$ cat config.mk
export PLATFORM = sky130hd
export DESIGN_NAME = smdu_queue
export DESIGN_NICKNAME = d
export VERILOG_FILES = /design/src/rtl/core/seg_mask_dot_upsample_core_assert.svh /design/src/rtl/core/smdu_pkg.sv /design/src/rtl/core/smdu_queue.sv
export SDC_FILE = /design/constraint.sdc
export NUM_CORES = 1
export LEC_CHECK = 0
export BUFFER_PORTS_ARGS = -buffer_cell sky130_fd_sc_hd__buf_2
export CAP_MARGIN = 20
export CORE_ASPECT_RATIO = 1.2
export CORE_MARGIN = 3
export CORE_UTILIZATION = 30
export DETAILED_ROUTE_END_ITERATION = 10
export RECOVER_POWER = 50
export SLEW_MARGIN = 20
export SYNTH_ARGS = -nofsm -noshare
export SYNTH_HDL_FRONTEND = slang
export SYNTH_SLANG_ARGS = --single-unit
$ cat constraint.sdc
create_clock -name i_clk -period 9.1 [get_ports i_clk]
set_input_delay 1.82 -clock i_clk [delete_from_list [all_inputs] [get_ports i_clk]]
set_output_delay 1.82 -clock i_clk [all_outputs]
set_load 0.01 [all_outputs]
$ cat src/rtl/core/seg_mask_dot_upsample_core_assert.svh
// Assertion macros for the mask dot product core.
// Used by the top level only; define ASSERT_OFF to drop them.
`ifndef SEG_MASK_DOT_UPSAMPLE_CORE_ASSERT_SVH
`define SEG_MASK_DOT_UPSAMPLE_CORE_ASSERT_SVH
`ifndef ASSERT_OFF
`define SMDU_ASSERT_IMP(label, clk, rst_n, a, b) \
    label: assert property (@(posedge clk) disable iff (!rst_n) (a) |-> (b)) \
        else $error("smdu assertion failed");
`define SMDU_ASSERT_NXT(label, clk, rst_n, a, b) \
    label: assert property (@(posedge clk) disable iff (!rst_n) (a) |=> (b)) \
        else $error("smdu assertion failed");
`else
`define SMDU_ASSERT_IMP(label, clk, rst_n, a, b)
`define SMDU_ASSERT_NXT(label, clk, rst_n, a, b)
`endif
`endif

$ cat src/rtl/core/smdu_pkg.sv
// Shared constants, codes and types of the mask dot product core.
// No dependencies.
package smdu_pkg;
    localparam int PROTO_MAX_W = 64;
    localparam int PROTO_MAX_H = 64;
    localparam int NUM_COEFF   = 32;
    localparam int PROTO_DEPTH = PROTO_MAX_W * PROTO_MAX_H * NUM_COEFF;
    localparam int PA_W        = 17;
    localparam int CI_W        = 5;
    localparam int VAL_W       = 16;
    localparam int BOX_W       = 12;
    localparam int CRD_W       = 6;
    localparam int SIZE_W      = 7;
    localparam int CELL_W      = 12;
    localparam int CFG_IDX_W   = 3;
    localparam int CFG_DATA_W  = 20;
    localparam int ACC_W       = 37;

    localparam logic [1:0] ACT_PROTO = 2'd0;
    localparam logic [1:0] ACT_COEFF = 2'd1;
    localparam logic [1:0] ACT_QUERY = 2'd2;

    localparam logic [CFG_IDX_W-1:0] CFG_PROTO_W  = 3'd0;
    localparam logic [CFG_IDX_W-1:0] CFG_PROTO_H  = 3'd1;
    localparam logic [CFG_IDX_W-1:0] CFG_SCALE_X  = 3'd2;
    localparam logic [CFG_IDX_W-1:0] CFG_SCALE_Y  = 3'd3;
    localparam logic [CFG_IDX_W-1:0] CFG_PAD_L    = 3'd4;
    localparam logic [CFG_IDX_W-1:0] CFG_PAD_T    = 3'd5;
    localparam logic [CFG_IDX_W-1:0] CFG_RATIO_X  = 3'd6;
    localparam logic [CFG_IDX_W-1:0] CFG_RATIO_Y  = 3'd7;

    typedef enum logic [1:0] {OP_PROTO, OP_COEFF, OP_QUERY} t_op;

    typedef struct packed {
        t_op                     op;
        logic [PA_W-1:0]         addr;
        logic signed [VAL_W-1:0] value;
        logic [CI_W-1:0]         cidx;
        logic [BOX_W-1:0]        bl;
        logic [BOX_W-1:0]        bu;
        logic [BOX_W-1:0]        br;
        logic [BOX_W-1:0]        bd;
        logic [BOX_W-1:0]        oc;
        logic [BOX_W-1:0]        orow;
    } t_item;

    typedef struct packed {
        logic [SIZE_W-1:0] pw;
        logic [SIZE_W-1:0] ph;
        logic [19:0]       scale_x;
        logic [19:0]       scale_y;
        logic [9:0]        pad_l;
        logic [9:0]        pad_t;
        logic [16:0]       ratio_x;
        logic [16:0]       ratio_y;
    } t_cfg;

    typedef struct packed {
        logic full;
        logic empty;
    } t_qstat;
endpackage

$ cat src/rtl/core/smdu_queue.sv
// Two-entry work queue between the front end and the executor.
// Depends on smdu_pkg.
module smdu_queue (
    input  logic             i_clk,
    input  logic             i_rst_n,
    input  logic             i_push,
    input  smdu_pkg::t_item  i_item,
    input  logic             i_pop,
    output smdu_pkg::t_item  o_head,
    output smdu_pkg::t_qstat o_qstat
);
    import smdu_pkg::*;

    t_item      r_slot [2];
    logic       r_wp;
    logic       r_rp;
    logic [1:0] r_cnt;

    always_ff @(posedge i_clk) begin
        if (!i_rst_n) begin
            r_wp  <= 1'b0;
            r_rp  <= 1'b0;
            r_cnt <= 2'd0;
        end else begin
            if (i_push) begin
                r_wp <= !r_wp;
            end
            if (i_pop) begin
                r_rp <= !r_rp;
            end
            r_cnt <= r_cnt + 2'(i_push) - 2'(i_pop);
        end
    end

    always_ff @(posedge i_clk) begin
        if (i_push) begin
            r_slot[r_wp] <= i_item;
        end
    end

    assign o_head        = r_slot[r_rp];
    assign o_qstat.full  = r_cnt == 2'd2;
    assign o_qstat.empty = r_cnt == 2'd0;
endmodule

### After elaboration in Yosys (flattened, before gate mapping)

Memories as Yosys holds them, arrays and structs flattened. A register that Yosys moved wholly into a read port is not among the register bits.
Cells that the tools add are included.

| cells by class | value |
|---|---|
| shifts and indexed selects | 0 |
| multiply operators | 0 |
| bitwise logic cells | 0 |
| equal/unequal tests | 1 |
| reduce and logical (&&, ||, !) cells | 3 |
| divide/modulo/power cells | 0 |
| order comparisons | 0 |
| multiplexer cells | 4 |
| add/sub/neg operators | 2 |

Operator list:

| operator | number |
|---|---|
| 1-bit two-way mux | 4 |
| 2-bit by 1-bit adder with 2-bit output | 1 |
| 2-bit equality test (second input constant) | 1 |
| 1-bit logical NOT | 2 |
| 2-bit logical NOT | 1 |
| 2-bit by 1-bit subtractor with 2-bit output | 1 |

| word-level totals | value |
|---|---|
| memories | 1 |
| bits in latches | 0 |
| memory bits (writable) | 224 |
| register bits | 4 |
| logic and storage cells | 14 |
| ROM bits | 0 |

Memory list:

| memory | words | width | rd ports | clocked after memory_dff | wr ports | line | text |
|---|---|---|---|---|---|---|---|
| r_slot | 2 | 112 | 1 | 1 | 1 | smdu_queue.sv:14 | `t_item r_slot [2];` |

### Logic depth before layout (Yosys ltp)

Gate-level depths: netlist (run 1).

| depth | value |
|---|---|
| word-level depth | 3 |
| mapped depth | 6 |
| mapped depth without buffers | 6 |

### Worst setup path after synthesis (run 1)

Ideal clock, no wire load.

| path | value |
|---|---|
| path kind | input port to flip-flop |
| start | input port i_push |
| end | memory r_slot[0][0] (netlist bit) (enable) |
| library setup time | 598 ps |
| required time | 8502 ps |
| data arrival time | 6716 ps |
| cell stages on the path | 1 |
| path slack | 1787 ps |
| path through | nor2b_1 |

| between the ends | value |
|---|---|
| longest elaborated chain between the ends | 2 |

RTL lines:

| element | line | text |
|---|---|---|
| from (decl) | smdu_queue.sv:6 | `input logic i_push,` |
| 1-bit two-way mux | smdu_queue.sv:36 | `if (i_push) begin` |
| 1-bit two-way mux (not written as such) | smdu_queue.sv:37 | `r_slot[r_wp] <= i_item;` |
| to (decl) | smdu_queue.sv:14 |  |

No other way between the ends.

### Worst setup path in the final report (run 1)

| path | value |
|---|---|
| start | input port i_push |
| end | memory r_slot[1][2] (netlist bit) (enable) |

Same word-level chain as after synthesis.

==> results of run 1 <==
state kept, by name, indices dropped and copies added, names as in the netlist, named ones only:
name,flops
r_slot,224
r_cnt,2
r_rp,1
r_wp,1
path summary, 6_finish.rpt:
kind | start | to | slack (ps) | depth (start not counted)
worst max-delay path | i_push | r_slot[1][2] | 3290 | 3
worst min-delay path | r_rp | flip-flop | 580 | 2
worst max register to register | r_wp | r_slot[1][2] | 4450 | 2
worst min register to register | r_rp | flip-flop | 580 | 2
metal layers:
| metal | wire length, um | track usage (%) | up-vias |
|---|---|---|---|
| li1 | - | - | 1964 |
| met1 | 6050 | 11.4 | 2085 |
| met2 | 7970 | 17.9 | 160 |
| met3 | 1580 | 4.09 | 34 |
| met4 | 410 | 3.08 | 4 |
| met5 | 31 | 0 | - |
metrics by stage:
stage	util [%]	area (um2)
final	38.5	10500
after global routing	38.5	10500
after CTS	38.7	10500
after detailed placement	36.1	9830
after global placement	36.1	9830
after floorplan	-	8330
layout by cell type, fill, tap and decap left out:
| cell | synthesis | routed |
|---|---|---|
| xnor3_1 | 1 | 1 |
| buf_2 | 3 | 183 |
| clkinv_1 | 0 | 6 |
| ha_1 | 2 | 2 |
| clkinv_2 | 0 | 1 |
| clkbuf_16 | 0 | 23 |
| xor2_1 | 1 | 1 |
| clkbuf_1 | 0 | 49 |
| edfxtp_1 | 224 | 224 |
| mux2_2 | 112 | 112 |
| o21a_1 | 1 | 1 |
| buf_4 | 1 | 4 |
| nor2b_4 | 0 | 1 |
| inv_6 | 0 | 1 |
| and2_0 | 0 | 2 |
| buf_1 | 0 | 1 |
| inv_1 | 2 | 2 |
| bufinv_16 | 0 | 3 |
| nor2_1 | 1 | 1 |
| dfxtp_4 | 0 | 1 |
| nor2b_1 | 4 | 3 |
| dfxtp_1 | 5 | 4 |
| and2_1 | 4 | 2 |
worst max-delay path: stages:
cell      delay, ps
clkbuf_1        210
and2_0         2860
buf_4           960
power by group:
part	leakage, uW	switching [uW]	internal [uW]	total, uW
logic	0.00128	118	110	228
registers	0.00214	19.8	1220	1240
clock network	0.000348	360	544	903
synth_stat cells:
| cell | count | area, um2 |
|---|---|---|
| o21a_1 | 1 | 7.51 |
| nor2_1 | 1 | 3.75 |
| edfxtp_1 | 224 | 6730 |
| inv_1 | 2 | 7.51 |
| xor2_1 | 1 | 8.76 |
| ha_1 | 2 | 25.0 |
| mux2_2 | 112 | 1260 |
| buf_4 | 1 | 7.51 |
| nor2b_1 | 4 | 25.0 |
| buf_6 | 8 | 90.1 |
| dfxtp_1 | 5 | 100 |
| and2_1 | 4 | 25.0 |
| xnor3_1 | 1 | 22.5 |
| buf_2 | 3 | 15.0 |
final cells by class:
| class | instances | area, um2 |
|---|---|---|
| flip-flops and latches | 229 | 6830 |
| repair buffers | 233 | 1120 |
| inverters | 2 | 7.51 |
| fillers | 2578 | 16800 |
| clock buffers | 27 | 591 |
| clock inverters | 11 | 126 |
| well taps | 340 | 425 |
| multi-input cells | 126 | 1390 |
cells by family (layout without fill, tap and decap cells):
logic type,Yosys count,in the layout,share of synthesized area [%]
flip-flops,229,229,82.0
multiplexers,112,112,15.1
buffers and inverters,14,273,1.44
AND/OR/NAND/NOR,9,9,0.646
adder cells (fa/ha/maj),2,2,0.301
XOR/XNOR,2,2,0.376
AO/OA/AOI/OAI,1,1,0.0902
==> results.md, run 1 <==
- Status: complete, but fails checks
- Failing checks: capacitance limit, slew limit
- CP max FO: 57
- Synth Net Count: 487
- Die ar.: about 30000 um2
- Worst-Skew Late Latency: ~500 ps
- Placement Setup Slack: 4930 ps
- DRT Wirelength: ~16000 um
- Cells after Synth: between 300 and 400
- Slew Limit Headroom: -163%
- IO Count: 230
- Reg clk slew, reported paths: around 60 ps
- Synth unique cells: 14
- Post CTS Setup Buffer Count: 0
- Initial Utilization: 30.6%
- CTS Sinks: between 200 and 250
- RSZ-0062 raised after global routing: false
- Period minus WS final: slightly below 6000 ps
- CTS H-Tree Depth: 1
- Core Region: approximately 27000 um2
- Largest net degree at the start of global routing: between 70 and 80
- First-pass GRT wire length: around 24000 um
- Mapped Area: roughly 8300 um2
- Hold Crit Class: flip-flop to flip-flop
- Detailed Place HPWL: 10100 um
- Register area share after synthesis: between 80% and 90%
- # Max-Cap Violations: 1
- Total CTS buffers: 23
- First drt pass iteration count: 4
- Critical path arrival: between 5000 and 6000 ps
- Crit share post-route: around 64%
- Routed len/inst: approximately 17 um
- Die Y-Extent: 188 um
- Initial antenna violation count: 2
- Die X-Extent: 158 um
- N_diodes: 0
- CTS tree: yes
- Number of routed nets with antenna violations: 0
- DRC viols: 0
- IR drop worst, VDD: around 0.00017 V
- Fin Clk Skew: 10.9 ps
- Total power: ~2400 uW
- WP data required: between 9000 and 10000 ps
- Hold slack: 581 ps
- Post-route setup slack: roughly 3300 ps
- Worst setup EP type: flip-flop
- PwrDens: between 200 and 250 nW/um2
- NumNets Final: around 730
- Rows: 66
- Max-slew violations: 57
- Grt total ovfl: 0
- Post-placement cell count: between 900 and 1000
- Number of I/O port buffers: between 200 and 250
- Vias in the first global route: around 4500
- Leakage: about 0.0038 uW
- Number of synthesized register bits: around 230
- Syn_area_per_cell: roughly 23 um2
- Cts hold-fix bufs: 0
- Area Growth Syn to Fin: 25.9%
- Final Setup Violations: 0
- Fmax: 0.172 GHz
- Tot GR Track Use: between 10% and 20%
- Hold Fails Final Rpt: 0
- Initial DRC Count: roughly 180
- CP Class: input port to flip-flop
- Via count: approximately 4200
- Non-Filler Instances: between 900 and 1000
- Drt via density: ~4.4
- Share of layout cells above drive strength 1: a little over half
- Sum Neg Setup Slack: 0 ps
- Root Buffer: clkbuf_16
- Yosys warning count: 0
- Least-Margin Pin Slew: 3950 ps
- Placer Congestion: ~0.68
- Clk buf depth: 3
- CP Launch Type: input port
- Cts repair resizes: 0
(Power assumes the default switching activity.)
==> run 2, diff against run 1 <==
clock period = 5.8 ns   (was 9.1 ns; I/O delays follow)
==> run 2 against run 1 <==
Compared with the run above: the flow still finishes with violations (capacitance limit, slew limit); register-to-register slack worse by 1600 ps; design area is 0.29% higher; sequential power grew 57%; count of clock-buffer cells in the layout is 3 higher; hold slack worse by 9.5 ps; clock power is 61% higher; final cell count grew 0.52%; power grew 58%; sequential share of layout area decreased by 0.19 points; first-iteration DRC count decreased by 3.4%; wire length grew 3.6%; via count down 0.19%; critical path type is now flip-flop to primary output; critical endpoint is now o_head[89].
==> results.md, run 2 (synthesis results as in run 1) <==
- Non-Filler Instances: 973 (+0.52%)
- CP Launch Type: flip-flop
- Total CTS buffers: 24 (+4.3%)
- Least-Margin Pin Slew: 2810 ps (-1140 ps)
- Die ar.: 29800 um2 (unchanged)
- Status: complete, but fails checks
- Hold Fails Final Rpt: 0 (unchanged)
- Commonest non-fill, non-tap cells in the layout: edfxtp_1 (224), buf_2 (181), mux2_2 (112)
- Fmax: around 0.28 GHz
- R2r startpoint: r_wp
- CTS H-Tree Depth: 1 (unchanged)
- Largest regs: r_slot x224, r_cnt x2
- Post-DP Area: 9850 um2 (+0.20%)
- Detailed Place HPWL: 10900 um (+7.4%)
- Die X-Extent: 158 um (unchanged)
- Largest Register: r_slot
- Max reg flops: 224 (unchanged)
- Drt via density: 4.36 (-0.70%)
- Root Buffer: clkbuf_16
- NumNets Final: 735 (+0.27%)
- Rows: 66 (unchanged)
- Worst setup EP type: primary output
- Crit share post-route: between 60% and 70%
- Share of layout cells above drive strength 1: 52.0% (-0.41 points)
- Routed len/inst: 17.1 um (+3.1%)
- Initial Utilization: 30.6% (unchanged)
- Clk buf depth: 3 (unchanged)
- Total power: 3750 uW (+58%)
- Vias in the first global route: 4514 (+0.74%)
- # Max-Cap Violations: 2 (+1)
- Period minus WS final: approximately 3500 ps
- Core Region: 27300 um2 (unchanged)
- First-pass GRT wire length: 24600 um (+2.9%)
- R2r setup slk: 2830 ps (-1620 ps)
- Grt total ovfl: 0 (unchanged)
- Sum Neg Setup Slack: 0 ps (unchanged)
- R2R cell count: 2 (unchanged)
- IO Count: 230 (unchanged)
- PwrDens: 357 nW/um2 (+58%)
- Hold Crit Class: flip-flop to flip-flop
- Leakage: 0.00378 uW (+0.12%)
- Hold slack: 572 ps (-9.50 ps)
- Critical path arrival: 2360 ps (-3580 ps)
- Fin Clk Skew: 10.6 ps (-0.266 ps)
- Area Growth Syn to Fin: 26.3%
- End of the critical path: o_head[89]
- Post CTS Setup Buffer Count: 0 (unchanged)
- Largest net degree at the start of global routing: 71 (unchanged)
- RSZ-0062 raised after global routing: false
- Die Y-Extent: 188 um (unchanged)
- Via count: 4239 (-0.19%)
- Slew Limit Headroom: -87.2% (+76 points)
- Filler cells: 2557 (-0.81%)
- CP max FO: 57 (unchanged)
- IR drop worst, VDD: 0.000221 V (+29%)
- WP data required: 4640 ps (-4590 ps)
- Number of routed nets with antenna violations: 0 (unchanged)
- Cts hold-fix bufs: 0 (unchanged)
- Cts repair resizes: 0 (unchanged)
- Failing checks: capacitance limit, slew limit
- R2r endpoint: r_slot[1][58]
- Final Setup Violations: 0 (unchanged)
- Initial antenna violation count: 3 (+1)
- CTS tree: yes
- Post-placement cell count: 931 (+0.11%)
- Reg clk slew, reported paths: 60 ps (about the same)
- CP Class: flip-flop to primary output
- DRC viols: 0 (unchanged)
- Max-slew violations: 92 (+61%)
- Initial DRC Count: 172 (-3.4%)
- Number of I/O port buffers: 229 (unchanged)
- Commonest non-fill, non-tap cell in the layout: edfxtp_1
- Finished Cell Area: 10500 um2 (+0.29%)
- CTS Sinks: 229 (unchanged)
- First drt pass iteration count: 4 (unchanged)
- Tot GR Track Use: 10.6% (+0.40 points)
- Placer Congestion: 0.686 (+1.4%)
- Worst-Skew Late Latency: 510 ps (about the same)
- DRT Wirelength: 16600 um (+3.6%)
## run 2: changes by cell type in the layout (fill, tap and decap cells not counted), moves of 2 or more
cell,before,now
and2_1,2,0
clkinv_1,6,4
buf_4,4,2
diode_2,0,2
buf_2,183,181
and2_0,2,4
clkbuf_1,49,55
clkinv_2,1,4
clkbuf_16,23,25
## run 2: how the worst min path moves through the flow
stage | start | end | cells past startpoint
2_1_floorplan | r_rp | flip-flop | 2
3_3_place_gp | r_rp | r_rp | 2
3_5_place_dp | r_rp | flip-flop | 2
4_1_cts | r_rp | flip-flop | 2
5_1_grt | r_rp | flip-flop | 2
6_report | r_rp | flip-flop | 2
## run 2: layout make-up
cell class                      count  area, um2  share of cell area, %
Antenna cell                        2       5.00                 0.0476
Clock buffer                       30        644                   6.13
Clock inverter                     10       95.1                  0.904
Inverter                            2       7.51                 0.0714
Multi-Input combinational cell    126       1380                   13.1
Sequential cell                   229       6830                   65.0
Tap cell                          340        425                   4.05
Timing Repair Buffer              234       1130                   10.7
## run 2: through the flow
| stage | util [%] | setup slack, ps |
|---|---|---|
| detailed placement | 36.1 | 2720 |
| global placement | 36.1 | 2710 |
| floorplan | - | 1260 |
| CTS | 38.9 | 2170 |
| global route | 38.6 | 2050 |
| finish | 38.6 | 2280 |
## run 2: worst max-delay path, stage by stage, from the launching register on
cell and delay (ps):
dfxtp_4 860, buf_12 360, mux2_2 400, buf_2 150
## run 2: routing by layer
layer / track usage (%) / share of wire [%] / vias to the layer above
met1: 11.4 / 36 / 2102
li1: - / - / 1960
met4: 3.94 / 2.6 / 2
met5: 0 / 0.054 / -
met3: 3.63 / 8.3 / 35
met2: 19.2 / 53 / 140
## run 2: report_power, final
group          switching, uW  total, uW  internal (uW)
registers               35.6       1950           1920
logic                    180        352            172
clock network            580       1450            866
total                    795       3750           2960
