[config.mk]
export PLATFORM = sky130hd
export DESIGN_NAME = smdu_front
export DESIGN_NICKNAME = d
export VERILOG_FILES = /design/src/rtl/core/seg_mask_dot_upsample_core_assert.svh /design/src/rtl/core/smdu_pkg.sv /design/src/rtl/core/smdu_front.sv
export SDC_FILE = /design/constraint.sdc
export NUM_CORES = 1
export LEC_CHECK = 0
export BUFFER_PORTS_ARGS = -buffer_cell sky130_fd_sc_hd__buf_2
export CAP_MARGIN = 20
export CORE_AREA = 2 2 94 96
export DETAILED_ROUTE_END_ITERATION = 7
export DIE_AREA = 0 0 96 98
export GPL_ROUTABILITY_DRIVEN = 1
export PLACE_DENSITY = 0.6
export SYNTH_ARGS = -nofsm -noshare
export SYNTH_HDL_FRONTEND = slang
export SYNTH_SLANG_ARGS = --single-unit
[constraint.sdc]
create_clock -name vclk -period 2.15
set_clock_uncertainty 0.2 [all_clocks]
set_input_delay 0.43 -clock vclk [all_inputs]
set_output_delay 0.43 -clock vclk [all_outputs]
set_load 0.005 [all_outputs]
[src/rtl/core/seg_mask_dot_upsample_core_assert.svh]
// Assertion macros for the mask dot product core.
// Used by the top level only; define ASSERT_OFF to drop them.
`ifndef SEG_MASK_DOT_UPSAMPLE_CORE_ASSERT_SVH
`define SEG_MASK_DOT_UPSAMPLE_CORE_ASSERT_SVH
`ifndef ASSERT_OFF
`define SMDU_ASSERT_IMP(label, clk, rst_n, a, b) \
    label: assert property (@(posedge clk) disable iff (!rst_n) (a) |-> (b)) \
        else $error("smdu assertion failed");
`define SMDU_ASSERT_NXT(label, clk, rst_n, a, b) \
    label: assert property (@(posedge clk) disable iff (!rst_n) (a) |=> (b)) \
        else $error("smdu assertion failed");
`else
`define SMDU_ASSERT_IMP(label, clk, rst_n, a, b)
`define SMDU_ASSERT_NXT(label, clk, rst_n, a, b)
`endif
`endif

[src/rtl/core/smdu_pkg.sv]
// Shared constants, codes and types of the mask dot product core.
// No dependencies.
package smdu_pkg;
    localparam int PROTO_MAX_W = 64;
    localparam int PROTO_MAX_H = 64;
    localparam int NUM_COEFF   = 32;
    localparam int PROTO_DEPTH = PROTO_MAX_W * PROTO_MAX_H * NUM_COEFF;
    localparam int PA_W        = 17;
    localparam int CI_W        = 5;
    localparam int VAL_W       = 16;
    localparam int BOX_W       = 12;
    localparam int CRD_W       = 6;
    localparam int SIZE_W      = 7;
    localparam int CELL_W      = 12;
    localparam int CFG_IDX_W   = 3;
    localparam int CFG_DATA_W  = 20;
    localparam int ACC_W       = 37;

    localparam logic [1:0] ACT_PROTO = 2'd0;
    localparam logic [1:0] ACT_COEFF = 2'd1;
    localparam logic [1:0] ACT_QUERY = 2'd2;

    localparam logic [CFG_IDX_W-1:0] CFG_PROTO_W  = 3'd0;
    localparam logic [CFG_IDX_W-1:0] CFG_PROTO_H  = 3'd1;
    localparam logic [CFG_IDX_W-1:0] CFG_SCALE_X  = 3'd2;
    localparam logic [CFG_IDX_W-1:0] CFG_SCALE_Y  = 3'd3;
    localparam logic [CFG_IDX_W-1:0] CFG_PAD_L    = 3'd4;
    localparam logic [CFG_IDX_W-1:0] CFG_PAD_T    = 3'd5;
    localparam logic [CFG_IDX_W-1:0] CFG_RATIO_X  = 3'd6;
    localparam logic [CFG_IDX_W-1:0] CFG_RATIO_Y  = 3'd7;

    typedef enum logic [1:0] {OP_PROTO, OP_COEFF, OP_QUERY} t_op;

    typedef struct packed {
        t_op                     op;
        logic [PA_W-1:0]         addr;
        logic signed [VAL_W-1:0] value;
        logic [CI_W-1:0]         cidx;
        logic [BOX_W-1:0]        bl;
        logic [BOX_W-1:0]        bu;
        logic [BOX_W-1:0]        br;
        logic [BOX_W-1:0]        bd;
        logic [BOX_W-1:0]        oc;
        logic [BOX_W-1:0]        orow;
    } t_item;

    typedef struct packed {
        logic [SIZE_W-1:0] pw;
        logic [SIZE_W-1:0] ph;
        logic [19:0]       scale_x;
        logic [19:0]       scale_y;
        logic [9:0]        pad_l;
        logic [9:0]        pad_t;
        logic [16:0]       ratio_x;
        logic [16:0]       ratio_y;
    } t_cfg;

    typedef struct packed {
        logic full;
        logic empty;
    } t_qstat;
endpackage

[src/rtl/core/smdu_front.sv]
// Front end: accepts input beats, decodes the action and pushes work items.
// Depends on smdu_pkg.
module smdu_front (
    input  logic                         i_in_valid,
    output logic                         o_in_stall,
    input  logic [1:0]                   i_action,
    input  logic [smdu_pkg::PA_W-1:0]    i_proto_addr,
    input  logic signed [15:0]           i_proto_value,
    input  logic [smdu_pkg::CI_W-1:0]    i_coeff_index,
    input  logic signed [15:0]           i_coeff_value,
    input  logic [11:0]                  i_box_left,
    input  logic [11:0]                  i_box_upper,
    input  logic [11:0]                  i_box_right,
    input  logic [11:0]                  i_box_lower,
    input  logic [11:0]                  i_out_col,
    input  logic [11:0]                  i_out_row,
    input  smdu_pkg::t_qstat             i_qstat,
    output logic                         o_push,
    output smdu_pkg::t_item              o_item
);
    import smdu_pkg::*;

    logic w_known;

    always_comb begin
        w_known      = 1'b1;
        o_item.op    = OP_QUERY;
        o_item.value = i_proto_value;
        case (i_action)
            ACT_PROTO: o_item.op = OP_PROTO;
            ACT_COEFF: begin
                o_item.op    = OP_COEFF;
                o_item.value = i_coeff_value;
            end
            ACT_QUERY: o_item.op = OP_QUERY;
            default:   w_known = 1'b0;
        endcase
        o_item.addr = i_proto_addr;
        o_item.cidx = i_coeff_index;
        o_item.bl   = i_box_left;
        o_item.bu   = i_box_upper;
        o_item.br   = i_box_right;
        o_item.bd   = i_box_lower;
        o_item.oc   = i_out_col;
        o_item.orow = i_out_row;
    end

    assign o_in_stall = i_qstat.full;
    assign o_push     = i_in_valid && !i_qstat.full && w_known;
endmodule

=== Yosys cells after proc, flatten, opt, wreduce, memory -nomap -nowiden ===
Cells that the tools add are included.

* Equal/unequal tests: 2
* Mux-type cells: 3
* Reductions and logical operators: 5

{| class="wikitable"
|+ Operators with widths
! cell !! number
|-
| two-way mux 16 bit || 1
|-
| one-hot mux 2 bit (2 select lines) || 1
|-
| OR reduction 3 bit || 1
|-
| == test 2 x 1 -> 1 bit (second input constant) || 1
|-
| == test 2 bit (second input constant) || 1
|-
| logical AND 1 bit || 2
|-
| logical NOT 2 bit || 1
|-
| logical NOT 1 bit || 1
|-
| two-way mux 1 bit || 1
|}

* Bits in registers: 0
* Input port bits: 131
* Output and inout port bits: 114
* Logic and storage cells: 10

=== Logic depth before layout (Yosys ltp) ===
Gate-level depths: netlist of the first run.

* Word-level depth: 4
* Depth in mapped cells: 4
* Depth with buffers taken out: 2

=== Worst setup path after synthesis of the first run ===
Ideal clock, no wire load.

* Path type: in2out
* Start: input i_action[0]
* End: output o_item[77] in the netlist's numbering
* Arrival time: 1161 ps
* Data required time: 1520 ps
* Path slack: 359 ps
* Stages: 4
* Buffers on the path: 2
* Path through: nor2b_1 -> buf_6 -> buf_8 -> mux2_4

{| class="wikitable"
|+ RTL lines
! element !! RTL line !! source
|-
| start, declared || smdu_front.sv:6 || <nowiki>input logic [1:0] i_action,</nowiki>
|-
| end, declared || smdu_front.sv:19 || <nowiki>output smdu_pkg::t_item o_item</nowiki>
|}

==> results of run 1 <==
==> how the worst max path moves through the flow <==
stage / cells after the start / start / slack (ns) / endpoint
after floorplan: 4 / i_action[0] / 0.36 / o_item[77]
after global routing: 5 / i_action[1] / 0.08 / o_item[84]
after CTS: 5 / i_action[1] / 0.11 / o_item[91]
final: 5 / i_action[1] / 0.13 / o_item[92]
after global placement: 5 / i_action[1] / 0.15 / o_item[91]
after detailed placement: 5 / i_action[1] / 0.11 / o_item[91]
==> area by class of cell <==
class / count / area [sq um]
well taps: 108 / 135
inverters: 1 / 3.75
multi-input cells: 18 / 230
fillers: 997 / 7800
repair buffers: 57 / 300
==> layer usage <==
metal / track usage, % / part of all wire (%) / vias to the layer above
met5: 0 / 0 / -
met4: 4.40 / 12 / 0
met3: 1.77 / 19 / 36
met2: 5.93 / 39 / 79
met1: 2.79 / 30 / 217
li1: - / - / 189
==> worst max-delay path, stage by stage <==
cell and delay, ns:
sky130_fd_sc_hd__buf_2 0.11, sky130_fd_sc_hd__nor2b_2 0.16, sky130_fd_sc_hd__buf_12 0.18, sky130_fd_sc_hd__mux2_2 0.35
sky130_fd_sc_hd__buf_2 0.14
==> through the flow <==
stage                     area [sq um]  utilization, %  setup slack (ns)
final                              669            7.91             0.126
after global routing               669            7.91            0.0767
after CTS                          669            7.91             0.108
after detailed placement           669            7.91             0.111
after global placement             669            7.91             0.150
after floorplan                    975               -             0.359
==> power groups by stage <==
stage | Combinational, mW | Clock [mW] | Sequential [mW]
6_report | 0.117 | 0 | 0
5_1_grt | 0.130 | 0 | 0
4_1_cts | 0.121 | 0 | 0
3_5_place_dp | 0.120 | 0 | 0
3_3_place_gp | 0.119 | 0 | 0
2_1_floorplan | 0.195 | 0 | 0
==> kinds of logic (layout without fill, tap and decap cells) <==
family                 after synthesis  after routing  share of synthesized area [%]
buffers and inverters               99             58                           76.6
multiplexers                        16             16                           22.0
AO/OA/AOI/OAI                        1              1                          0.771
AND/OR/NAND/NOR                      1              1                          0.642
==> Yosys cell counts, drive strengths merged <==
master,count
mux2,16
clkbuf,1
nor2b,1
buf,97
a211oi,1
inv,1
==> cell usage in the layout, fill, tap and decap left out, drive strengths merged <==
| cell type | instances |
|---|---|
| mux2 | 16 |
| inv | 1 |
| nor2b | 1 |
| a211oi | 1 |
| buf | 57 |
==> flow_results.xml, run 1 <==
<?xml version="1.0" encoding="UTF-8"?>
<metrics>
  <group name="status">
    <metric name="run_status" unit="">finished clean</metric>
  </group>
  <group name="synth">
    <metric name="syn-cell-area" unit="sq um">975</metric>
    <metric name="synth.area.top_cells" unit="">sky130_fd_sc_hd__buf_4 (73%), sky130_fd_sc_hd__mux2_4 (14%), sky130_fd_sc_hd__mux2_2 (8.1%)</metric>
    <metric name="post_synth.cell_area_avg" unit="sq um">8.33</metric>
    <metric name="post-synth-top-area-fraction" unit="%">73.2</metric>
    <metric name="yosys_warn_count" unit="">0</metric>
    <metric name="synth-seq-area-share" unit="%">0</metric>
    <metric name="postSynthCellCount" unit="">117</metric>
    <metric name="netlist-cell-type-count" unit="">9</metric>
    <metric name="synth.largest_area_cell" unit="">sky130_fd_sc_hd__buf_4</metric>
    <metric name="syn_nets" unit="">248</metric>
  </group>
  <group name="placed_design">
    <metric name="gp_congestion" unit="">0.612</metric>
    <metric name="numPortBuffers" unit="">56</metric>
    <metric name="place.detailed.instances" unit="">184</metric>
  </group>
  <group name="floorplanning">
    <metric name="ios" unit="">245</metric>
    <metric name="die_area" unit="sq mm">0.00941</metric>
    <metric name="core-area" unit="sq mm">0.00847</metric>
    <metric name="die_h" unit="um">98</metric>
    <metric name="die_w" unit="um">96</metric>
    <metric name="floorplan.initialDensity" unit="%">11.5</metric>
    <metric name="std_cell_rows" unit="">34</metric>
  </group>
  <group name="hold_path">
    <metric name="min_delay_worst_endpoint" unit="">o_item[104]</metric>
    <metric name="timing.hold.worst.class" unit="">in2out</metric>
    <metric name="hp-start" unit="">i_proto_addr[11]</metric>
    <metric name="worst_hold_path.num_cells" unit="">0</metric>
  </group>
  <group name="sta">
    <metric name="final_cycle_utilization_of_the_critical_path" unit="%">94.2</metric>
    <metric name="finalCriticalPeriod" unit="ns">2.02</metric>
    <metric name="final.hold.worst_slack" unit="ns">0.660</metric>
    <metric name="finalHoldViolations" unit="">0</metric>
    <metric name="report.final.slew_viol_count" unit="">0</metric>
    <metric name="setup_violations" unit="">0</metric>
    <metric name="grt_setup_unrepaired" unit="">false</metric>
    <metric name="max-slew-margin-rel" unit="%">86.9</metric>
    <metric name="totalNegativeSetupSlack" unit="ns">0</metric>
    <metric name="max_freq" unit="GHz">0.494</metric>
    <metric name="timing_worst_slew_pin_value" unit="ns">0.195</metric>
  </group>
  <group name="detailed_routing">
    <metric name="wire_per_inst" unit="um">11.4</metric>
    <metric name="post-route-drc-count" unit="">0</metric>
    <metric name="routed_via_density" unit="">2.83</metric>
    <metric name="via_count" unit="">521</metric>
    <metric name="drtPass1Iterations" unit="">2</metric>
    <metric name="totalWireLength" unit="mm">2.10</metric>
    <metric name="ant_nets" unit="">0</metric>
    <metric name="initialDrtViolationCount" unit="">1</metric>
  </group>
  <group name="global_route">
    <metric name="first_global_vias" unit="">561</metric>
    <metric name="grt_pass1_wl" unit="mm">2.65</metric>
    <metric name="global_route.usage.total" unit="%">3.65</metric>
    <metric name="grt_max_degree" unit="">18</metric>
    <metric name="overall_overflow_remaining_after_global_route" unit="">0</metric>
    <metric name="antenna_found_initial" unit="">0</metric>
  </group>
  <group name="power">
    <metric name="total_power" unit="mW">0.117</metric>
    <metric name="power.net_switching" unit="mW">0.0425</metric>
    <metric name="p_int" unit="mW">0.0740</metric>
    <metric name="power_per_cell_area" unit="mW/mm^2">174</metric>
    <metric name="leakagePower" unit="nW">0.334</metric>
    <metric name="power.share.clock" unit="%">0</metric>
    <metric name="ir_drop" unit="V">0.0000369</metric>
    <metric name="share_seq_of_total_power" unit="%">0</metric>
    <metric name="power.share.switching" unit="%">36.5</metric>
    <metric name="comb_power_share" unit="%">100.0</metric>
  </group>
  <group name="setup_path">
    <metric name="critical_path.startpoint_type" unit="">input port</metric>
    <metric name="cp.arrival" unit="ns">1.39</metric>
    <metric name="worst_ep_required_time" unit="ns">1.52</metric>
    <metric name="worstSetupPathType" unit="">in2out</metric>
    <metric name="timing.critical_path.fanout_max" unit="">17</metric>
    <metric name="crit_path_end_kind" unit="">primary output</metric>
  </group>
  <group name="run">
    <metric name="total_of_max_cap_violations" unit="">0</metric>
  </group>
  <group name="cells_and_area">
    <metric name="design.seq.count" unit="">0</metric>
    <metric name="antenna-diode-count" unit="">0</metric>
    <metric name="flow.area_growth_from_synthesis" unit="%">-31.3</metric>
    <metric name="final_net_count" unit="">209</metric>
    <metric name="sequential_standard_cell_area" unit="sq um">0</metric>
    <metric name="nClkBuffers" unit="">0</metric>
    <metric name="final_layout_size_suffix_gt1_share" unit="%">97.4</metric>
    <metric name="stdcell_count" unit="">184</metric>
  </group>
  <group name="clock_tree">
    <metric name="post_cts_gate_resize_count" unit="">0</metric>
    <metric name="number_of_buffers_added_to_fix_hold_violations_after_cts" unit="">0</metric>
    <metric name="post_cts_buffers" unit="">0</metric>
  </group>
</metrics>
Power figures use the tool's default switching activity.
==> run 2, diff against run 1 <==
--- a/config.mk
+++ b/config.mk
@@ -5,7 +5,7 @@
 export SDC_FILE = /design/constraint.sdc
 export NUM_CORES = 1
 export LEC_CHECK = 0
-export BUFFER_PORTS_ARGS = -buffer_cell sky130_fd_sc_hd__buf_2
+export BUFFER_PORTS_ARGS = -buffer_cell sky130_fd_sc_hd__buf_4
 export CAP_MARGIN = 20
 export CORE_AREA = 2 2 94 96
 export DETAILED_ROUTE_END_ITERATION = 7
==> run 2 against run 1 <==
  * Clock-buffer cell count unchanged
  * Sequential share of layout area unchanged
  * Hold slack about the same
  * Routed wire length up 2.0%
  * Worst setup slack worse by 0.0091 ns
  * First-iteration DRC count down 100%
  * Critical path type unchanged
  * Critical endpoint unchanged
==> flow_results.xml, run 2 (synthesized netlist as in run 1, its figures left out) <==
<?xml version="1.0" encoding="UTF-8"?>
<metrics>
  <group name="power">
    <metric name="total_power" unit="mW">0.149</metric>
    <metric name="power.share.switching" unit="%">29.1</metric>
    <metric name="power.net_switching" unit="mW">0.0434</metric>
    <metric name="ir_drop" unit="V">0.0000398</metric>
    <metric name="power_per_cell_area" unit="mW/mm^2">185</metric>
    <metric name="leakagePower" unit="nW">0.382</metric>
    <metric name="share_seq_of_total_power" unit="%">0</metric>
    <metric name="comb_power_share" unit="%">100.0</metric>
    <metric name="power.share.clock" unit="%">0</metric>
    <metric name="p_int" unit="mW">0.106</metric>
  </group>
  <group name="detailed_routing">
    <metric name="via_count" unit="">521</metric>
    <metric name="ant_nets" unit="">0</metric>
    <metric name="routed_via_density" unit="">2.83</metric>
    <metric name="wire_per_inst" unit="um">11.6</metric>
    <metric name="totalWireLength" unit="mm">2.14</metric>
    <metric name="drtPass1Iterations" unit="">1</metric>
    <metric name="initialDrtViolationCount" unit="">0</metric>
    <metric name="post-route-drc-count" unit="">0</metric>
  </group>
  <group name="global_route">
    <metric name="met2_usage" unit="%">5.56</metric>
    <metric name="overall_overflow_remaining_after_global_route" unit="">0</metric>
    <metric name="grt_max_degree" unit="">18</metric>
    <metric name="grt.met3_usage" unit="%">1.85</metric>
    <metric name="grt.busiest_layer" unit="">met2</metric>
    <metric name="antenna_found_initial" unit="">0</metric>
    <metric name="grt_use_met1" unit="%">2.70</metric>
    <metric name="grt_pass1_wl" unit="mm">2.51</metric>
    <metric name="first_global_vias" unit="">527</metric>
    <metric name="global_route.usage.total" unit="%">3.53</metric>
  </group>
  <group name="cells_and_area">
    <metric name="mostFrequentLayoutCell" unit="">sky130_fd_sc_hd__buf_4</metric>
    <metric name="final_net_count" unit="">209</metric>
    <metric name="final_core_utilization" unit="%">9.56</metric>
    <metric name="nClkBuffers" unit="">0</metric>
    <metric name="sequential_standard_cell_area" unit="sq um">0</metric>
    <metric name="antenna-diode-count" unit="">0</metric>
    <metric name="design.seq.count" unit="">0</metric>
    <metric name="mostFrequentLayoutCells" unit="">sky130_fd_sc_hd__buf_4 (56), sky130_fd_sc_hd__mux2_4 (9), sky130_fd_sc_hd__mux2_2 (7)</metric>
    <metric name="multi_input_area" unit="sq um">230</metric>
    <metric name="final_layout_size_suffix_gt1_share" unit="%">97.4</metric>
    <metric name="fillCellCount" unit="">960</metric>
    <metric name="flow.area_growth_from_synthesis" unit="%">-16.9</metric>
  </group>
  <group name="sta">
    <metric name="max_freq" unit="GHz">0.492</metric>
    <metric name="setup_violations" unit="">0</metric>
    <metric name="finalHoldViolations" unit="">0</metric>
    <metric name="finalCriticalPeriod" unit="ns">2.03</metric>
    <metric name="grt_setup_unrepaired" unit="">false</metric>
    <metric name="timing_worst_slew_pin_value" unit="ns">0.220</metric>
    <metric name="report.final.slew_viol_count" unit="">0</metric>
    <metric name="final.hold.worst_slack" unit="ns">0.660</metric>
    <metric name="totalNegativeSetupSlack" unit="ns">0</metric>
    <metric name="final_cycle_utilization_of_the_critical_path" unit="%">94.6</metric>
    <metric name="max-slew-margin-rel" unit="%">85.2</metric>
  </group>
  <group name="clock_tree">
    <metric name="post_cts_gate_resize_count" unit="">0</metric>
    <metric name="post_cts_buffers" unit="">0</metric>
    <metric name="number_of_buffers_added_to_fix_hold_violations_after_cts" unit="">0</metric>
  </group>
  <group name="hold_path">
    <metric name="timing.hold.worst.class" unit="">in2out</metric>
    <metric name="worst_hold_path.num_cells" unit="">0</metric>
    <metric name="hp-start" unit="">i_proto_addr[11]</metric>
  </group>
  <group name="placed_design">
    <metric name="gp_congestion" unit="">0.609</metric>
    <metric name="dpl.hpwl" unit="mm">1.85</metric>
    <metric name="numPortBuffers" unit="">56</metric>
  </group>
  <group name="floorplanning">
    <metric name="floorplan.initialDensity" unit="%">11.5</metric>
    <metric name="die_area" unit="sq mm">0.00941</metric>
    <metric name="core-area" unit="sq mm">0.00847</metric>
    <metric name="die_w" unit="um">96</metric>
    <metric name="std_cell_rows" unit="">34</metric>
    <metric name="ios" unit="">245</metric>
    <metric name="die_h" unit="um">98</metric>
  </group>
  <group name="setup_path">
    <metric name="crit_path_end_kind" unit="">primary output</metric>
    <metric name="timing.critical_path.fanout_max" unit="">17</metric>
    <metric name="critical_path.startpoint_type" unit="">input port</metric>
    <metric name="worstSetupStartpoint" unit="">i_action[1]</metric>
    <metric name="worst_ep_required_time" unit="ns">1.52</metric>
    <metric name="worstSetupPathType" unit="">in2out</metric>
    <metric name="cp.arrival" unit="ns">1.40</metric>
  </group>
  <group name="run">
    <metric name="total_of_max_cap_violations" unit="">0</metric>
  </group>
  <group name="status">
    <metric name="run_status" unit="">finished clean</metric>
  </group>
</metrics>
## run 2: critical path: stages
cell                      delay [ns]
sky130_fd_sc_hd__buf_4          0.12
sky130_fd_sc_hd__nor2b_2        0.16
sky130_fd_sc_hd__buf_12         0.18
sky130_fd_sc_hd__mux2_2         0.35
sky130_fd_sc_hd__buf_4          0.15
## run 2: path summary, 6_finish.rpt
path	end	slack, ns
min	o_item[104]	0.66
max	o_item[92]	0.12
## run 2: cell type report
type / instances / share of cell area [%]
well taps: 108 / 16.7
multi-input cells: 18 / 28.4
repair buffers: 57 / 54.4
inverters: 1 / 0.464
## run 2: layer usage
layer	routed length [um]	part of all wire, %
met5	0	0
met4	248	12
met3	401	19
met2	869	41
met1	619	29
## run 2: power groups by stage
| stage | Sequential [mW] | Clock [mW] | Combinational [mW] |
|---|---|---|---|
| 6_report | 0 | 0 | 0.149 |
| 4_1_cts | 0 | 0 | 0.154 |
| 5_1_grt | 0 | 0 | 0.163 |
| 3_3_place_gp | 0 | 0 | 0.153 |
| 3_5_place_dp | 0 | 0 | 0.153 |
| 2_1_floorplan | 0 | 0 | 0.195 |
## run 2: stage by stage
step | cell area [sq um] | std cells | worst slack, ns
global placement | 810 | 184 | 0.137
global route | 810 | 184 | 0.0595
finish | 810 | 184 | 0.117
CTS | 810 | 184 | 0.105
detailed placement | 810 | 184 | 0.109
floorplan | 975 | 117 | 0.359
==> run 3, diff against run 2 <==
--- a/config.mk
+++ b/config.mk
@@ -11,7 +11,7 @@
 export DETAILED_ROUTE_END_ITERATION = 7
 export DIE_AREA = 0 0 96 98
 export GPL_ROUTABILITY_DRIVEN = 1
-export PLACE_DENSITY = 0.6
+export PLACE_DENSITY = 0.53
 export SYNTH_ARGS = -nofsm -noshare
 export SYNTH_HDL_FRONTEND = slang
 export SYNTH_SLANG_ARGS = --single-unit
==> run 3 against run 2 <==
  * Non-clock buffer count is the same
  * Highest routed layer unchanged
  * First-iteration DRC count grew 1
  * Global-route usage shrank 0.078 points
  * Flip-flop and latch count is the same
  * Largest cell class unchanged
  * Critical path type unchanged
  * Final cell count is the same
  * Clock-buffer cell count is the same
  * Power shrank 0.27%
  * Fmax shrank 1.0%
  * Critical path depth is the same
==> flow_results.xml, run 3 (synthesized netlist as in run 1, its figures left out) <==
<?xml version="1.0" encoding="UTF-8"?>
<metrics>
  <group name="hold_path">
    <metric name="timing.hold.worst.class" unit="">in2out</metric>
    <metric name="hp-start" unit="">i_proto_addr[13]</metric>
    <metric name="worst_hold_path.num_cells" unit="">0</metric>
    <metric name="min_delay_worst_endpoint" unit="">o_item[106]</metric>
  </group>
  <group name="cells_and_area">
    <metric name="flow.area_growth_from_synthesis" unit="%">-16.9</metric>
    <metric name="mostFrequentLayoutCell" unit="">sky130_fd_sc_hd__buf_4</metric>
    <metric name="final_layout_size_suffix_gt1_share" unit="%">97.4</metric>
    <metric name="nClkBuffers" unit="">0</metric>
    <metric name="antenna-diode-count" unit="">0</metric>
    <metric name="mostFrequentLayoutCells" unit="">sky130_fd_sc_hd__buf_4 (56), sky130_fd_sc_hd__mux2_4 (9), sky130_fd_sc_hd__mux2_2 (7)</metric>
    <metric name="design.seq.count" unit="">0</metric>
    <metric name="stdcell_count" unit="">184</metric>
    <metric name="final_core_utilization" unit="%">9.56</metric>
    <metric name="final_net_count" unit="">209</metric>
    <metric name="sequential_standard_cell_area" unit="sq um">0</metric>
  </group>
  <group name="floorplanning">
    <metric name="die_w" unit="um">96</metric>
    <metric name="core-area" unit="sq mm">0.00847</metric>
    <metric name="ios" unit="">245</metric>
    <metric name="die_h" unit="um">98</metric>
    <metric name="floorplan.initialDensity" unit="%">11.5</metric>
    <metric name="die_area" unit="sq mm">0.00941</metric>
    <metric name="std_cell_rows" unit="">34</metric>
  </group>
  <group name="sta">
    <metric name="finalWorstSetupSlack" unit="ns">0.0961</metric>
    <metric name="totalNegativeSetupSlack" unit="ns">0</metric>
    <metric name="report.final.slew_viol_count" unit="">0</metric>
    <metric name="max-slew-margin-rel" unit="%">85.6</metric>
    <metric name="max_freq" unit="GHz">0.487</metric>
    <metric name="grt_setup_unrepaired" unit="">false</metric>
    <metric name="final_cycle_utilization_of_the_critical_path" unit="%">95.5</metric>
    <metric name="timing_worst_slew_pin_value" unit="ns">0.215</metric>
    <metric name="finalCriticalPeriod" unit="ns">2.05</metric>
    <metric name="finalHoldViolations" unit="">0</metric>
    <metric name="setup_violations" unit="">0</metric>
  </group>
  <group name="detailed_routing">
    <metric name="ant_nets" unit="">0</metric>
    <metric name="via_count" unit="">526</metric>
    <metric name="routed_via_density" unit="">2.86</metric>
    <metric name="drtPass1Iterations" unit="">2</metric>
    <metric name="wire_per_inst" unit="um">11.7</metric>
    <metric name="post-route-drc-count" unit="">0</metric>
    <metric name="totalWireLength" unit="mm">2.15</metric>
    <metric name="initialDrtViolationCount" unit="">1</metric>
  </group>
  <group name="global_route">
    <metric name="global_route.usage.total" unit="%">3.45</metric>
    <metric name="grt_max_degree" unit="">18</metric>
    <metric name="overall_overflow_remaining_after_global_route" unit="">0</metric>
    <metric name="grt_pass1_wl" unit="mm">2.39</metric>
    <metric name="first_global_vias" unit="">488</metric>
    <metric name="antenna_found_initial" unit="">0</metric>
  </group>
  <group name="setup_path">
    <metric name="worst_ep_required_time" unit="ns">1.52</metric>
    <metric name="timing.critical_path.fanout_max" unit="">17</metric>
    <metric name="critical_path.startpoint_type" unit="">input port</metric>
    <metric name="cp.arrival" unit="ns">1.42</metric>
    <metric name="crit_path_end_kind" unit="">primary output</metric>
    <metric name="worstSetupPathType" unit="">in2out</metric>
  </group>
  <group name="placed_design">
    <metric name="post-place-ws" unit="ns">0.0761</metric>
    <metric name="numPortBuffers" unit="">56</metric>
    <metric name="dpl.hpwl" unit="mm">1.88</metric>
    <metric name="gp_congestion" unit="">0.585</metric>
    <metric name="place.detailed.instances" unit="">184</metric>
  </group>
  <group name="power">
    <metric name="leakagePower" unit="nW">0.382</metric>
    <metric name="power_per_cell_area" unit="mW/mm^2">184</metric>
    <metric name="ir_drop" unit="V">0.0000398</metric>
    <metric name="total_power" unit="mW">0.149</metric>
  </group>
  <group name="status">
    <metric name="run_status" unit="">finished clean</metric>
  </group>
  <group name="run">
    <metric name="total_of_max_cap_violations" unit="">0</metric>
  </group>
  <group name="clock_tree">
    <metric name="number_of_buffers_added_to_fix_hold_violations_after_cts" unit="">0</metric>
    <metric name="post_cts_gate_resize_count" unit="">0</metric>
    <metric name="post_cts_buffers" unit="">0</metric>
  </group>
</metrics>
## run 3: cell counts in the layout (fill, tap and decap cells not counted)
Identical to the previous run, type by type.
## run 3: worst max path at each step
stage	from	endpoint	slack, ns
final	i_action[1]	o_item[86]	0.1
after global routing	i_action[1]	o_item[86]	0.05
after CTS	i_action[1]	o_item[86]	0.08
after detailed placement	i_action[1]	o_item[86]	0.08
after global placement	i_action[1]	o_item[91]	0.11
after floorplan	i_action[0]	o_item[77]	0.36
## run 3: layout make-up
cell class | instances | area [sq um]
multi-input combinational | 18 | 230
tap | 108 | 135
timing repair buffer | 57 | 440
fill | 967 | 7660
inverter | 1 | 3.75
## run 3: metrics by stage
step           hold WS [ns]  area [sq um]
6_report              0.660           810
3_3_place_gp          0.660           810
3_5_place_dp          0.660           810
4_1_cts               0.660           810
2_1_floorplan         0.690           975
5_1_grt               0.660           810
## run 3: metal layers
layer	up-vias	global-route usage, %	share of wire, %
met4	0	5.38	13
met2	85	5.34	39
li1	188	-	-
met5	-	0	0
met3	38	1.31	20
met1	215	2.56	28
## run 3: report_power, final
group | leakage [nW] | switching [mW] | internal [mW]
sequential | 0 | 0 | 0
clock | 0 | 0 | 0
combinational | 0.382 | 0.0431 | 0.106
## run 3: critical path, stage by stage
cell,delay (ns)
sky130_fd_sc_hd__buf_4,0.12
sky130_fd_sc_hd__nor2b_2,0.16
sky130_fd_sc_hd__buf_12,0.18
sky130_fd_sc_hd__mux2_2,0.38
sky130_fd_sc_hd__buf_4,0.14
